`src/rtl/cbnc_pkg.sv`:
```
// ----------------------------------------------------------------------------
// cbnc_pkg
// Shared constants, types and the hit-count bucketing function for the
// coverage bitmap novelty check.
// ----------------------------------------------------------------------------
`default_nettype none

package cbnc_pkg;

  // map geometry (MAP_BYTES is a power of two)
  localparam int unsigned MAP_BYTES   = 65536;
  localparam int unsigned MAP_WORDS   = MAP_BYTES / 8;
  localparam int unsigned MAP_AW      = $clog2(MAP_WORDS);
  localparam int unsigned STORE_WORDS = 2 * MAP_WORDS;
  localparam int unsigned STORE_AW    = MAP_AW + 1;

  // payload widths
  localparam int unsigned WORD_W  = 64;
  localparam int unsigned INDEX_W = 13;
  localparam int unsigned IDX_W   = (MAP_AW < INDEX_W) ? MAP_AW : INDEX_W;
  localparam int unsigned NOV_W   = 2;

  localparam logic [7:0] BYTE_PRISTINE = 8'hff;

  typedef logic [WORD_W-1:0]   word_t;
  typedef logic [STORE_AW-1:0] slot_t;

  // novelty codes
  typedef enum logic [NOV_W-1:0] {
    NOV_NONE   = 2'd0,
    NOV_COUNTS = 2'd1,
    NOV_EDGES  = 2'd2
  } novelty_e;

  // map selector
  typedef enum logic {
    MODE_NORMAL = 1'b0,
    MODE_CRASH  = 1'b1
  } mode_e;

  // hit count to bucket bit
  function automatic logic [7:0] bucket_byte(input logic [7:0] c);
    logic [7:0] r;
    if (c <= 8'd2)        r = c;
    else if (c == 8'd3)   r = 8'd4;
    else if (c < 8'd8)    r = 8'd8;
    else if (c < 8'd16)   r = 8'd16;
    else if (c < 8'd32)   r = 8'd32;
    else if (c < 8'd128)  r = 8'd64;
    else                  r = 8'd128;
    return r;
  endfunction

endpackage

`default_nettype wire

```
`src/rtl/cbnc_classify.sv`:
```
// ----------------------------------------------------------------------------
// cbnc_classify
// Buckets the eight hit-count bytes of a trace word for the normal map;
// crash-map words pass unchanged.
// ----------------------------------------------------------------------------
`default_nettype none

module cbnc_classify (
  input  wire logic            mode_i,
  input  wire cbnc_pkg::word_t word_i,
  output cbnc_pkg::word_t      word_o
);
  import cbnc_pkg::*;

  word_t bucketed;

  // per-byte lookup
  always_comb begin
    for (int k = 0; k < 8; k++) begin
      bucketed[8*k +: 8] = bucket_byte(word_i[8*k +: 8]);
    end
  end

  assign word_o = (mode_i == MODE_CRASH) ? word_i : bucketed;

endmodule

`default_nettype wire
```
`config.mk`:
```
export PLATFORM = sky130hd
export DESIGN_NAME = cbnc_classify
export DESIGN_NICKNAME = d
export VERILOG_FILES = /design/src/rtl/cbnc_pkg.sv /design/src/rtl/cbnc_classify.sv
export SDC_FILE = /design/constraint.sdc
export NUM_CORES = 1
export LEC_CHECK = 0
export CAP_MARGIN = 20
export CORE_MARGIN = 10
export CORE_UTILIZATION = 45
export DETAILED_ROUTE_END_ITERATION = 6
export DONT_BUFFER_PORTS = 1
export GPL_ROUTABILITY_DRIVEN = 1
export GPL_TIMING_DRIVEN = 0
export PLACE_DENSITY = 0.61
export SYNTH_ARGS = -nofsm -noshare
export SYNTH_HDL_FRONTEND = slang
export SYNTH_SLANG_ARGS = --single-unit
```
`constraint.sdc`:
```
create_clock -name vclk -period 1.5
set_input_delay 0.225 -clock vclk [all_inputs]
set_output_delay 0.225 -clock vclk [all_outputs]
set_load 0.03 [all_outputs]
```
==> qor.csv <==
metric,value,unit
status,"complete, but fails checks",
failing checks,setup timing,
Initial Utilization,46.60,%
placeable core area,0.002432,mm²
Synth cell types,15,
leakage,0.3900,nW
Post-CTS Setup Inserts,0,
share of the synthesized area in the top cell type,21.19,%
Rel. slew slack,52.56,%
Gate power share,100.0,%
Syn Inst Count,203,
Fin. Hold Viols,0,
Max Cap Viol,0,
Place WS,-82.16,ps
area of the multi-input gates,0.001062,mm²
Register Area,0,µm²
Final GP Congestion,0.8104,
RSZ-0062 raised after global routing,true,
IO Port Bufs,0,
number of global-route vias before repair,1488,
mean post-synth cell area,5.584,µm²
DRT Wirelength,4722,µm
Synth-to-Final Area Change,5.298,%
synthesized area,0.001134,mm²
critical path required time,1270,ps
Synth area leader,nand2_1,
layout cell share with drive strength beyond 1,12.81,%
Post-route DRC,0,
# clk buffers,0,
Psw,0.3420,mW
global-route wire length before repair,7493,µm
worst-margin pin slew,713.9,ps
Seq Cell Count,0,
crit-path max FO,10,
Max Clk Rate,634.1,MHz
# setup viols final,2,
Worst setup SP type,input port,
sw frac,77.55,%
fin worst setup slack,-76.99,ps
Nets,270,
# rows,18,
die height,70.19,µm
minimum clock period,1577,ps
endpoint type of the worst setup path,output port,
fill count,267,
die extent in x,70.19,µm
Peak VDD IR,170.6,µV
DP Wirelength,4052,µm
IO Pins,129,
Post-Syn Nets,268,
DR pass1 iterations,4,
Power Dens Cells,369.5,mW/mm²
total number of vias,1478,
Final ANT Viol Nets,0,
initial antenna violation count,0,
Total Power,0.4410,mW
Via density,6.343,
largest net degree at the start of global routing,11,
gr usage total,17.22,%
Worst EP arrival,1350,ps
total grt overflow,0,
yosys warns,0,
sequential element share of the synthesized area,0,%
fin crit share,105.1,%
Util after Layout,49.07,%
Iteration-0 DRC Markers,59,
die area,0.004927,mm²
sequential share of power,0,%
max-slew violation count,0,
wire per inst,20.27,µm
largest cells by area after synthesis,"nand2_1 21%, nor4_4 15%, o21ai_1 14%",
Int Pwr,0.09898,mW
Clk pwr share,0,%
worst hold path class,input port to output port,
worst setup path class,input port to output port,
n_diodes,0,
## layout make-up
class | instances | share of cell area, %
Multi-Input combinational cell | 184 | 88.99
Buffer | 18 | 7.547
Tap cell | 30 | 3.145
Inverter | 1 | 0.3145
## critical path, cell delays in order
cell	delay [ps]
buf_6	120
inv_2	120
buf_2	250
a21oi_1	90
a21oi_1	550
## repair_timing
item,CTS,global route
pin swaps,0,0
hold buffers,0,0
gates cloned,0,0
gates resized for setup,0,6
endpoints found under the setup margin,2,10
## metrics by stage
stage	cell area [µm²]	hold WS (ps)	setup TNS (ps)	cells
5_1_grt	1194	643.1	-457.7	233
4_1_cts	1171	643.0	-159.2	233
3_5_place_dp	1171	643.5	-157.8	233
6_report	1194	632.0	-138.3	233
2_1_floorplan	1134	629.3	0	203
3_3_place_gp	1171	645.1	-136.2	233
## path summary, 6_finish.rpt
path	slack [ps]	from	to	cells after the start
min	630	word_i[50]	word_o[50]	2
max	-80	mode_i	word_o[38]	5
## placed cells by master (no fill, tap or decap)
master and n:
a22o_1 8, nor4_2 3, o21ai_2 6, clkbuf_1 10
buf_6 2, o21ai_1 26, buf_2 6, nand2b_1 16
inv_2 1, nand3_1 8, nand4_1 8, a21oi_1 16
nor2_1 16, nand2_1 64, nor4_1 5, nor4_4 8
## per-layer routing
layer | GRT usage (%) | part of all wire [%]
met5 | 0 | 0
met4 | 2.632 | 0.91
met3 | 10.17 | 16
met2 | 31.92 | 52
met1 | 16.10 | 32
## cells in the mapped netlist
cell / instances
nor4_1: 5
inv_2: 1
nand2b_1: 16
nand3_1: 8
o21ai_1: 32
nand4_1: 8
a22o_1: 8
nor4_2: 3
nor2_1: 16
buf_6: 2
nand2_1: 64
buf_2: 6
nor4_4: 8
clkbuf_1: 10
a21oi_1: 16
## logic make-up (layout without fill, tap and decap cells)
group,Yosys count,after routing,synth area share (%)
buf+inv,19,19,8.278
simple gates,128,128,64.35
compound gates,56,56,27.37
## power groups by stage
stage               logic (mW)  clock network, mW  registers (mW)
floorplan                0.390                  0               0
global route             0.474                  0               0
detailed placement       0.440                  0               0
finish                   0.441                  0               0
CTS                      0.441                  0               0
global placement         0.437                  0               0
(Power assumes the default switching activity.)
